File: src/bin2dec_pkg.sv
// -----------------------------------------------------------------------------
// bin2dec_pkg
// Types, constants and the shift-and-add-3 step of the binary to decimal core.
// -----------------------------------------------------------------------------
package bin2dec_pkg;

  localparam int unsigned ValueWidth    = 32;
  localparam int unsigned NumDigits     = 10;
  localparam int unsigned DigitWidth    = 4;
  localparam int unsigned BcdWidth      = NumDigits * DigitWidth;
  localparam int unsigned AsciiWidth    = 6;
  localparam int unsigned NumStages     = 8;
  localparam int unsigned StepsPerStage = ValueWidth / NumStages;
  localparam int unsigned CntWidth      = $clog2(NumDigits);
  localparam int unsigned LastIdx       = NumDigits - 1;
  localparam int unsigned MaxLeadDigit  = 4;

  // Upper ASCII bits shared by '0'..'9'.
  localparam logic [AsciiWidth-DigitWidth-1:0] AsciiZeroHi = 2'b11;

  typedef logic [CntWidth-1:0] cnt_t;

  typedef struct packed {
    logic [BcdWidth-1:0]   bcd;
    logic [ValueWidth-1:0] bin;
  } dd_t;

  // Apply StepsPerStage double-dabble steps: fix up each digit, then shift.
  function automatic dd_t dabble_steps(dd_t x);
    dd_t r;
    r = x;
    for (int s = 0; s < int'(StepsPerStage); s++) begin
      for (int d = 0; d < int'(NumDigits); d++) begin
        if (r.bcd[d*DigitWidth +: DigitWidth] >= DigitWidth'(5)) begin
          r.bcd[d*DigitWidth +: DigitWidth] =
            r.bcd[d*DigitWidth +: DigitWidth] + DigitWidth'(3);
        end
      end
      r = r << 1;
    end
    return r;
  endfunction

endpackage

File: src/binary_to_decimal_ascii.sv
// -----------------------------------------------------------------------------
// binary_to_decimal_ascii
// 32-bit unsigned value to ten ASCII decimal digits, most significant first.
// -----------------------------------------------------------------------------
// Each input beat carries one 32-bit unsigned value; the block answers with
// exactly ten output beats, one ASCII character '0'..'9' each, most significant
// digit first, leading zeros kept, and last_o high on the units digit. The
// conversion is a shift-and-add-3 (double dabble) pipeline of eight register
// stages, four bit steps per stage, followed by an output register that
// serializes the 40-bit BCD word one digit per beat. The sustained rate is
// set by the output serializer; the pipeline keeps accepting values while
// it still sends the digits of an earlier one. The next value loads into the
// serializer in the same cycle its predecessor's units digit is taken, so a
// value waiting in the last stage follows without a gap in the stream. Up to
// eight further values wait in the pipeline while the output is stalled;
// in_ready_o drops only when every stage is full.
// The block keeps no state between values and needs no setup after reset.
// -----------------------------------------------------------------------------
module binary_to_decimal_ascii
  import bin2dec_pkg::*;
(
  input  logic                  clk_i,
  input  logic                  rst_ni,
  // input channel
  input  logic                  in_valid_i,
  output logic                  in_ready_o,
  input  logic [ValueWidth-1:0] value_i,
  // output channel
  output logic                  out_valid_o,
  input  logic                  out_ready_i,
  output logic [AsciiWidth-1:0] ascii_digit_o,
  output logic                  last_o
);

  // Conversion pipeline: stage k holds the value after 4*(k+1) steps.
  dd_t                  stage_q   [NumStages];
  dd_t                  stage_d   [NumStages];
  logic [NumStages-1:0] stage_vld_q;
  logic [NumStages-1:0] stage_vld_in;
  logic [NumStages-1:0] load_en;

  // Output serializer.
  logic                ser_vld_q;
  logic [BcdWidth-1:0] ser_bcd_q;
  cnt_t                ser_cnt_q;
  logic                out_beat;
  logic                ser_load;

  assign out_beat = out_valid_o && out_ready_i;
  // Take a new word when empty or when the units digit leaves this cycle.
  assign ser_load = !ser_vld_q || (out_beat && last_o);

  // Backpressure: a stage may load when empty or when its content moves on.
  always_comb begin
    logic down;
    down = ser_load;
    for (int k = int'(NumStages) - 1; k >= 0; k--) begin
      load_en[k] = !stage_vld_q[k] || down;
      down       = load_en[k];
    end
  end

  assign in_ready_o = load_en[0];

  // Stage inputs: fresh value at the head, previous stage elsewhere.
  always_comb begin
    stage_d[0]      = dabble_steps('{bcd: '0, bin: value_i});
    stage_vld_in[0] = in_valid_i;
    for (int k = 1; k < int'(NumStages); k++) begin
      stage_d[k]      = dabble_steps(stage_q[k-1]);
      stage_vld_in[k] = stage_vld_q[k-1];
    end
  end

  // Valid bits travel with the data; hold a stage when it cannot advance.
  always_ff @(posedge clk_i or negedge rst_ni) begin
    if (!rst_ni) begin
      stage_vld_q <= '0;
    end else begin
      for (int k = 0; k < int'(NumStages); k++) begin
        if (load_en[k]) begin
          stage_vld_q[k] <= stage_vld_in[k];
        end
      end
    end
  end

  // Payload registers load only with a valid beat behind them.
  always_ff @(posedge clk_i) begin
    for (int k = 0; k < int'(NumStages); k++) begin
      if (load_en[k] && stage_vld_in[k]) begin
        stage_q[k] <= stage_d[k];
      end
    end
  end

  // Serializer control: count digits, drop the word after the units digit.
  always_ff @(posedge clk_i or negedge rst_ni) begin
    if (!rst_ni) begin
      ser_vld_q <= 1'b0;
      ser_cnt_q <= '0;
    end else if (ser_load) begin
      ser_vld_q <= stage_vld_q[NumStages-1];
      ser_cnt_q <= '0;
    end else if (out_beat) begin
      ser_cnt_q <= ser_cnt_q + cnt_t'(1);
    end
  end

  // Serializer data: advance one digit per output beat.
  always_ff @(posedge clk_i) begin
    if (ser_load) begin
      ser_bcd_q <= stage_q[NumStages-1].bcd;
    end else if (out_beat) begin
      ser_bcd_q <= {ser_bcd_q[BcdWidth-DigitWidth-1:0], {DigitWidth{1'b0}}};
    end
  end

  assign out_valid_o   = ser_vld_q;
  assign ascii_digit_o = {AsciiZeroHi, ser_bcd_q[BcdWidth-1 -: DigitWidth]};
  assign last_o        = (ser_cnt_q == cnt_t'(LastIdx));

endmodule

File: config.mk
export PLATFORM = sky130hd
export DESIGN_NAME = binary_to_decimal_ascii
export DESIGN_NICKNAME = d
export VERILOG_FILES = /design/src/bin2dec_pkg.sv /design/src/binary_to_decimal_ascii.sv
export SDC_FILE = /design/constraint.sdc
export NUM_CORES = 1
export LEC_CHECK = 0
export ABC_AREA = 1
export BUFFER_PORTS_ARGS = -buffer_cell sky130_fd_sc_hd__buf_2
export CAP_MARGIN = 0
export CORE_MARGIN = 1.5
export CORE_UTILIZATION = 30
export DETAILED_ROUTE_END_ITERATION = 10
export HOLD_SLACK_MARGIN = 0.02
export PLACE_DENSITY = 0.52
export SLEW_MARGIN = 20
export SYNTH_ARGS = -nofsm -noshare
export SYNTH_HDL_FRONTEND = slang
export SYNTH_SLANG_ARGS = --single-unit
File: constraint.sdc
create_clock -name clk_i -period 3.55 [get_ports clk_i]
set_input_delay 0.71 -clock clk_i [delete_from_list [all_inputs] [get_ports clk_i]]
set_output_delay 0.71 -clock clk_i [all_outputs]
set_load 0.01 [all_outputs]
* Word level (Yosys, flattened, before mapping) *
Memories as Yosys holds them, arrays and structs flattened.
Cells that the tools add are included.
Widths: inputs -> output; s select.

storage, ports and cells
  RAM bits = 544
  input port bits = 36
  output and inout port bits = 9
  word-level logic and storage cells = 921
  bits in registers = 53
  memories = 1

memories
  name     depth  bits a word  rd ports  clocked after memory_dff  wr ports  line                           RTL
  stage_q  8      68           8         0                         8         binary_to_decimal_ascii.sv:36  dd_t stage_q [NumStages];

operators by class
  $lt $le $gt $ge = 286
  muxes and demuxes = 306
  eq/ne operators = 1
  add/sub/neg operators = 287
  reductions and logical operators = 29

operator list
  operator              number
  $ge 4x3->1 const B    283
  $mux 4                257
  $add 4x2->4 const B   255
  $mux 3                31
  $add 3x2->3 const B   28
  $mux 40               2
  $mux 1                16
  $logic_and 1x1->1     10
  $logic_not 1->1       9
  $logic_or 1x1->1      9
  $add 1x2->3 const AB  2
  $ge 1x3->1 const AB   2
  $add 4x1->4 const B   1
  $eq 4x4->1 const B    1
  $add 1x2->3 const B   1
  $ge 1x3->1 const B    1
  $reduce_bool 2->1     1

* Depth between registers and ports, before layout *
Gate-level depths: netlist (run 1).

  word-level depth = 14
  depth in mapped cells = 26
  depth with buffers taken out = 26

* Worst setup path after synthesis (run 1) *
OpenSTA, ideal clock, no wires.

  path kind = input to register
  start point = input port out_ready_i
  end point = memory stage_q[0][0] (netlist name) (enable)
  path slack = -8 ps
  arrival = 3135 ps
  data required time = 3126 ps
  setup time = 424 ps
  buffers on the path = 0
  stages on the path = 16
  cell sequence = nor2_1 -> a21oi_1 -> nor2_1 -> inv_1 -> nor2_1 -> inv_1 -> nor2_1 -> inv_1 -> nor2_1 -> inv_1 -> nor2_1 -> inv_1 -> nor2_1 -> nand2_1 -> nor2_1 -> nor2_1

RTL lines
  element      line                           RTL
  from (decl)  binary_to_decimal_ascii.sv:30  input logic out_ready_i,
  to (decl)    binary_to_decimal_ascii.sv:36

* Final worst setup path (run 1) *
  start point = register ser_cnt_q[0]
  end point = output port in_ready_o

between the ends
  longest elaborated chain between the ends = 11

RTL lines
  element                         line                            RTL
  from (decl)                     binary_to_decimal_ascii.sv:45   cnt_t ser_cnt_q;
  from (signal assigned)          binary_to_decimal_ascii.sv:106  ser_cnt_q <= ser_cnt_q + cnt_t'(1);
  $eq 4x4->1                      binary_to_decimal_ascii.sv:121  assign last_o = (ser_cnt_q == cnt_t'(LastIdx));
  $logic_and 1x1->1               binary_to_decimal_ascii.sv:51   assign ser_load = !ser_vld_q || (out_beat && last_o);
  $logic_or 1x1->1                binary_to_decimal_ascii.sv:51
  $logic_or 1x1->1 (8 in series)  binary_to_decimal_ascii.sv:58   load_en[k] = !stage_vld_q[k] || down;
  to (decl)                       binary_to_decimal_ascii.sv:26   output logic in_ready_o,

No other way between the ends.

==> summary.md, run 1 <==
| Metric | Value |
|---|---|
| Final setup fails | `0` |
| Max-Slew Margin vs Limit | `about a third` |
| Seq/Total Area, Yosys | `about two fifths` |
| Mapped Cells | `around 3,500` |
| Initial antenna violation count | `0` |
| Max clock buf depth | `3` |
| Minimum clock period | `3.31 ns` |
| CP Launch Type | `flip-flop` |
| Routed wire length | `roughly 44,000 um` |
| Syn Area/Cell | `between 7 and 8 um^2` |
| Synth area leader | `edfxtp_1` |
| CTS Sinks | `between 300 and 400` |
| CTS Buf Count | `between 40 and 50` |
| # DRC | `0` |
| CP required | `between 2 and 3 ns` |
| Via count | `between 20,000 and 25,000` |
| Worst Min Path Start | `value_i[17]` |
| IO Port Bufs | `42` |
| CTS clk-pin slew, worst paths | `roughly 0.060 ns` |
| FFs w/ async S/R, synth | `roughly 3.7%` |
| Area Overhead vs Synth | `12.6%` |
| R2r startpoint | `stage_q[0][176]` |
| Htree depth | `2` |
| Routability-driven placement congestion ratio | `between 0.7 and 0.8` |
| Total Die Area | `90,000 um^2` |
| CP arrival | `2.60 ns` |
| CTS tree | `built` |
| Final Hold Violating Endpoints | `0` |
| First-pass GRT wire length | `between 80,000 and 90,000 um` |
| Vias/cell | `approximately 4.3` |
| Number of non-filler instances in the completed layout | `4,808` |
| Top cells by count, synth | `nand2_1 (1,275), inv_1 (622), edfxtp_1 (337)` |
| CTS root buf | `clkbuf_16` |
| Count of pins over their slew limit | `0` |
| Placed Area | `roughly 28,000 um^2` |
| Final ANT Viol Nets | `0` |
| Count of cell types in the netlist | `47` |
| Most common cell in the netlist | `nand2_1` |
| Initial core utilization | `a little under a third` |
| Die Wd | `roughly 300 um` |
| Worst hold path type | `input port to flip-flop` |
| Final net count | `approximately 3,800` |
| Prevailing post-synth register cell | `edfxtp_1` |
| Vias in the first global route | `19,300` |
| Layout cell share with drive strength beyond 1 | `a little over an eighth` |
| Maxcap violations | `0` |
| WL/cell | `9.25 um` |
| Tcrit/Tclk final | `between 90 and 100%` |
| DP Worst Slack | `between 0.15 and 0.2 ns` |
| Synth top area cells | `edfxtp_1 (38%), nand2_1 (18%), inv_1 (8.8%), ha_1 (6.7%), nand3_1 (6.3%)` |
| Worst R2R End | `stage_q[0][251]` |
| Post-synth EDFFs | `~340` |
| Seq cells post-synth | `350` |
| Outcome | `finished, final reports clean` |
| Warnings from Yosys | `0` |
| Kind of critical path | `flip-flop to output pin` |
| Crit path setup slack, layout | `between 0.2 and 0.25 ns` |
| Least-Margin Pin Slew | `just under 1 ns` |
| N_diodes | `0` |
| Fmax achieved | `between 300 and 400 MHz` |
| Core area | `between 80,000 and 90,000 um^2` |
| Synthesized area | `~26,000 um^2` |
| Final core occ | `approximately 34%` |
| R2R depth | `21` |
| Tot GR Track Use | `roughly a tenth` |
| Initial DRC Count | `between 700 and 800` |
| Final instance area | `a little under 30,000 um^2` |
| CP max FO | `3` |
| Global route overflow | `0` |
| Row count | `approximately 110` |
| Min-Delay Endpoint | `stage_q[0][17]` |
| Dpl cells | `4,723` |
| Skew final | `approximately 0.023 ns` |
| Dpl hpwl | `34,100 um` |
| Largest net degree at the start of global routing | `42` |
| Die H | `between 300 and 400 um` |
| Worst hold stages | `1` |
| CP Capture Type | `output pin` |
| Flop-to-flop setup slack | `~0.29 ns` |
| Clock Latency Late Sink | `between 0.5 and 0.6 ns` |
| # fillers | `between 9,000 and 10,000` |
| Top-Level Pins | `45` |
| Pre-antenna DRT Iters | `6` |
| Proportion of netlist area held by the largest area contributor | `a little under two fifths` |
==> sequential cells by signal, indices dropped and copies added, names as in the netlist <==
name / count
stage_vld_q: 8
ser_cnt_q: 4
stage_q: 297
ser_bcd_q: 40
out_valid_o: 1
==> how the worst max path moves through the flow <==
stage	start	depth (start not counted)	end	slack [ns]
2_1_floorplan	out_ready_i	10	stage_q[1][16]	0.11
3_3_place_gp	stage_q[0][172]	22	stage_q[0][251]	0.21
3_5_place_dp	stage_q[0][172]	22	stage_q[0][251]	0.16
4_1_cts	ser_cnt_q[0]	18	in_ready_o	0.02
5_1_grt	stage_q[0][28]	20	stage_q[0][104]	-0.05
6_report	ser_cnt_q[0]	18	in_ready_o	0.24
==> per-stage QoR <==
step | hold WS [ns] | setup TNS, ns
after detailed placement | 0.405 | 0
after floorplan | 0.400 | 0
after CTS | 0.267 | 0
after global placement | 0.402 | 0
after global routing | 0.276 | -0.0997
final | 0.316 | 0
==> per-layer routing <==
layer	share of wire, %	track usage, %
met5	0	0
met1	47	11.7
met4	2.1	2.69
met2	49	19.0
met3	2.5	1.63
==> repair_timing <==
item | CTS | global route
endpoints found under the hold margin | 13 | 0
resized for setup | 1 | 29
hold buffers | 1 | 0
pin swaps | 0 | 10
endpoints found under the setup margin | 1 | 11
buffers inserted | 0 | 6
==> cell type report <==
cell class	count	area, um^2	share of cell area, %
timing repair buffer	65	385	1.29
clock inverter	31	314	1.05
sequential	350	10400	35.0
clock buffer	47	1130	3.80
tap	1155	1450	4.85
inverter	634	2380	7.98
multi-input combinational	2526	13700	46.0
==> cell families after synthesis <==
group | after synthesis | synth area share [%]
compound gates | 240 | 5.57
xor+xnor | 73 | 2.87
fa+ha+maj | 141 | 6.66
buf+inv | 648 | 9.27
flops | 350 | 39.5
mux | 3 | 0.123
other cells | 1 | 0.0142
simple gates | 2067 | 36.0
==> cells in the final DEF (no fill, tap or decap), drive strengths merged, types with 9 or more instances in the layout <==
master  instances
nand2        1443
inv           634
nand3         419
edfxtp        337
o21ai         156
ha            141
nand4          92
nor2           82
buf            64
xor2           61
clkbuf         47
a21oi          36
a21o           27
clkinv         22
and2           14
dfrtp          13
xnor2          12
or2             9
==> worst max-delay path: stages (launching register included) <==
cell	delay, ns
dfrtp_1	0.40
ha_2	0.19
nand3_4	0.07
a21oi_2	0.06
nor2_1	0.08
inv_1	0.07
nor2_1	0.10
inv_1	0.07
nor2_1	0.08
inv_1	0.08
nor2_2	0.11
inv_1	0.06
nor2_1	0.08
inv_1	0.07
nor2_2	0.13
nand2_2	0.10
nor2_4	0.12
inv_2	0.04
buf_2	0.13
Power of run 1 is left out: the tool's default activity adds up to more than one toggle a clock period on the data nets, which glitch-free logic cannot reach.
==> run 2: changes to the inputs <==
Settings changed: CELL_PAD_IN_SITES_DETAIL_PLACEMENT set to 0, CELL_PAD_IN_SITES_GLOBAL_PLACEMENT set to 1, CTS_BUF_LIST set to sky130_fd_sc_hd__clkbuf_4 sky130_fd_sc_hd__clkbuf_8, PLACE_DENSITY 0.52 to unset, PLACE_DENSITY_LB_ADDON set to 0.1.
==> run 2 against run 1 <==
Compared with the run above:
- worst setup slack lost 0.057 ns
- non-clock buffer count rose by 8
- via count is 0.75% higher
- critical path depth stayed put
- final cell count up 1.2%
==> summary.md, run 2 (synthesis results as in run 1) <==
| Metric | Value |
|---|---|
| Initial antenna violation count | `2` |
| Top flop regs | `stage_q x297, ser_bcd_q x40, stage_vld_q x8` |
| CTS root buf | `clkbuf_8` |
| Via count | `20,700` |
| Global route overflow | `0` |
| Max-Slew Margin vs Limit | `between 30% and 40%` |
| Top-Level Pins | `45` |
| Largest net degree at the start of global routing | `41` |
| Final setup fails | `0` |
| First-pass GRT wire length | `between 80,000 and 90,000 um` |
| Initial DRC Count | `just over 600` |
| Area Overhead vs Synth | `13.2%` |
| Routability-driven placement congestion ratio | `between 0.7 and 0.8` |
| Tot GR Track Use | `11.0%` |
| CTS clk-pin slew, worst paths | `0.06 ns` |
| Pre-antenna DRT Iters | `5` |
| Kind of critical path | `flip-flop to output pin` |
| Core area | `approximately 87,000 um^2` |
| Count of pins over their slew limit | `0` |
| Routed wire length | `around 48,000 um` |
| Htree depth | `3` |
| Commonest cells after routing, fill and taps aside | `nand2_1 (1,267), inv_1 (613), edfxtp_1 (337)` |
| Maxcap violations | `0` |
| Vias/cell | `around 4.3` |
| Initial core utilization | `30.4%` |
| CP arrival | `about 2.7 ns` |
| Max clock buf depth | `3` |
| IO Port Bufs | `42` |
| Fmax achieved | `297 MHz` |
| Die Wd | `between 300 and 400 um` |
| WL/cell | `slightly below 10 um` |
| Unrepaired setup endpoints after global routing | `yes` |
| CTS Sinks | `350` |
| Largest register by flop count | `stage_q` |
| Final instance area | `roughly 30,000 um^2` |
| Minimum clock period | `between 3 and 4 ns` |
| CTS tree | `built` |
| CTS Buf Count | `69` |
| # DRC | `0` |
| Final Hold Violating Endpoints | `0` |
| Die H | `between 300 and 400 um` |
| Clock Latency Late Sink | `between 0.6 and 0.7 ns` |
| Dpl hpwl | `between 30,000 and 40,000 um` |
| CP required | `between 2 and 3 ns` |
| Total Die Area | `90,000 um^2` |
| CP Launch Type | `flip-flop` |
| CP max FO | `3` |
| Least-Margin Pin Slew | `around 0.95 ns` |
| Final ANT Viol Nets | `0` |
| CP Capture Type | `output pin` |
| Largest register FFs | `about 300` |
| Placed Area | `about 28,000 um^2` |
| Outcome | `finished, final reports clean` |
| Most common cell after layout, fill and taps aside | `nand2_1` |
| Vias in the first global route | `roughly 20,000` |
| Tcrit/Tclk final | `94.9%` |
| Row count | `~110` |
| Worst hold path type | `input port to flip-flop` |
| Final net count | `about 3,800` |
| Skew final | `between 0.04 and 0.05 ns` |
| Layout cell share with drive strength beyond 1 | `about 15%` |
==> run 2: cell types whose count changed in the layout (fill, tap and decap cells not counted), sizes merged <==
cell      before  now
clkinv        22   25
clkbuf        47   92
inv          634  638
diode          0    2
buf           64   72
clkinvlp       4    1
==> run 2: critical path, stage by stage, from the launching register on <==
cell,delay [ns]
dfrtp_1,0.41
ha_4,0.18
nand3_4,0.06
a21oi_4,0.06
nor2_1,0.10
inv_1,0.08
nor2_2,0.13
inv_2,0.06
nor2_2,0.09
inv_2,0.06
nor2_4,0.09
inv_2,0.04
nor2_1,0.08
inv_1,0.07
nor2_2,0.13
nand2_2,0.10
nor2_4,0.11
inv_2,0.05
buf_6,0.11
==> run 2: timing repair <==
action | 4_1_cts | 5_1_grt
endpoints found under the hold margin | 13 | 0
hold buffers | 1 | 0
gates resized for setup | 15 | 29
pin swaps | 10 | 15
buffers inserted | 6 | 10
setup endpoints to repair | 1 | 16
==> run 2: final cells by class <==
| cell class | instances | area, um^2 |
|---|---|---|
| Fill cell | 9284 | 57200 |
| Multi-Input combinational cell | 2526 | 13700 |
| Sequential cell | 350 | 10400 |
| Inverter | 634 | 2380 |
| Tap cell | 1155 | 1450 |
| Clock buffer | 92 | 1150 |
| Timing Repair Buffer | 73 | 464 |
| Clock inverter | 35 | 342 |
| Antenna cell | 2 | 5.00 |
==> run 2: final timing paths <==
check	slack [ns]	startpoint	end	depth (start not counted)
min in group asynchronous	0.53	rst_ni	out_valid_o	2
setup reg to reg	0.31	stage_q[0][172]	stage_q[0][251]	22
hold / removal	0.22	value_i[21]	stage_q[0][21]	1
setup / recovery	0.18	ser_cnt_q[0]	in_ready_o	18
hold reg to reg	0.42	stage_q[0][24]	stage_q[0][96]	0
max in group asynchronous	2.72	rst_ni	stage_vld_q[2]	2
==> run 2: metal layers <==
layer | global-route usage [%] | share of wire, %
met1 | 12.7 | 46
met2 | 20.0 | 48
met3 | 2.21 | 2.8
met4 | 3.69 | 2.8
met5 | 0 | 0
==> run 2: metrics by stage <==
stage               util (%)  hold slack, ns  setup slack [ns]  setup TNS (ns)  cells
finish                  34.4           0.215             0.181               0   4867
CTS                     34.2           0.124            -0.117          -0.117   4855
global placement        32.4           0.402            0.0774               0   4721
detailed placement      32.4           0.405             0.105               0   4721
global route            34.4           0.132           -0.0646          -0.113   4867
floorplan                  -           0.400             0.108               0   3524
Power of run 2 is left out for the same reason.
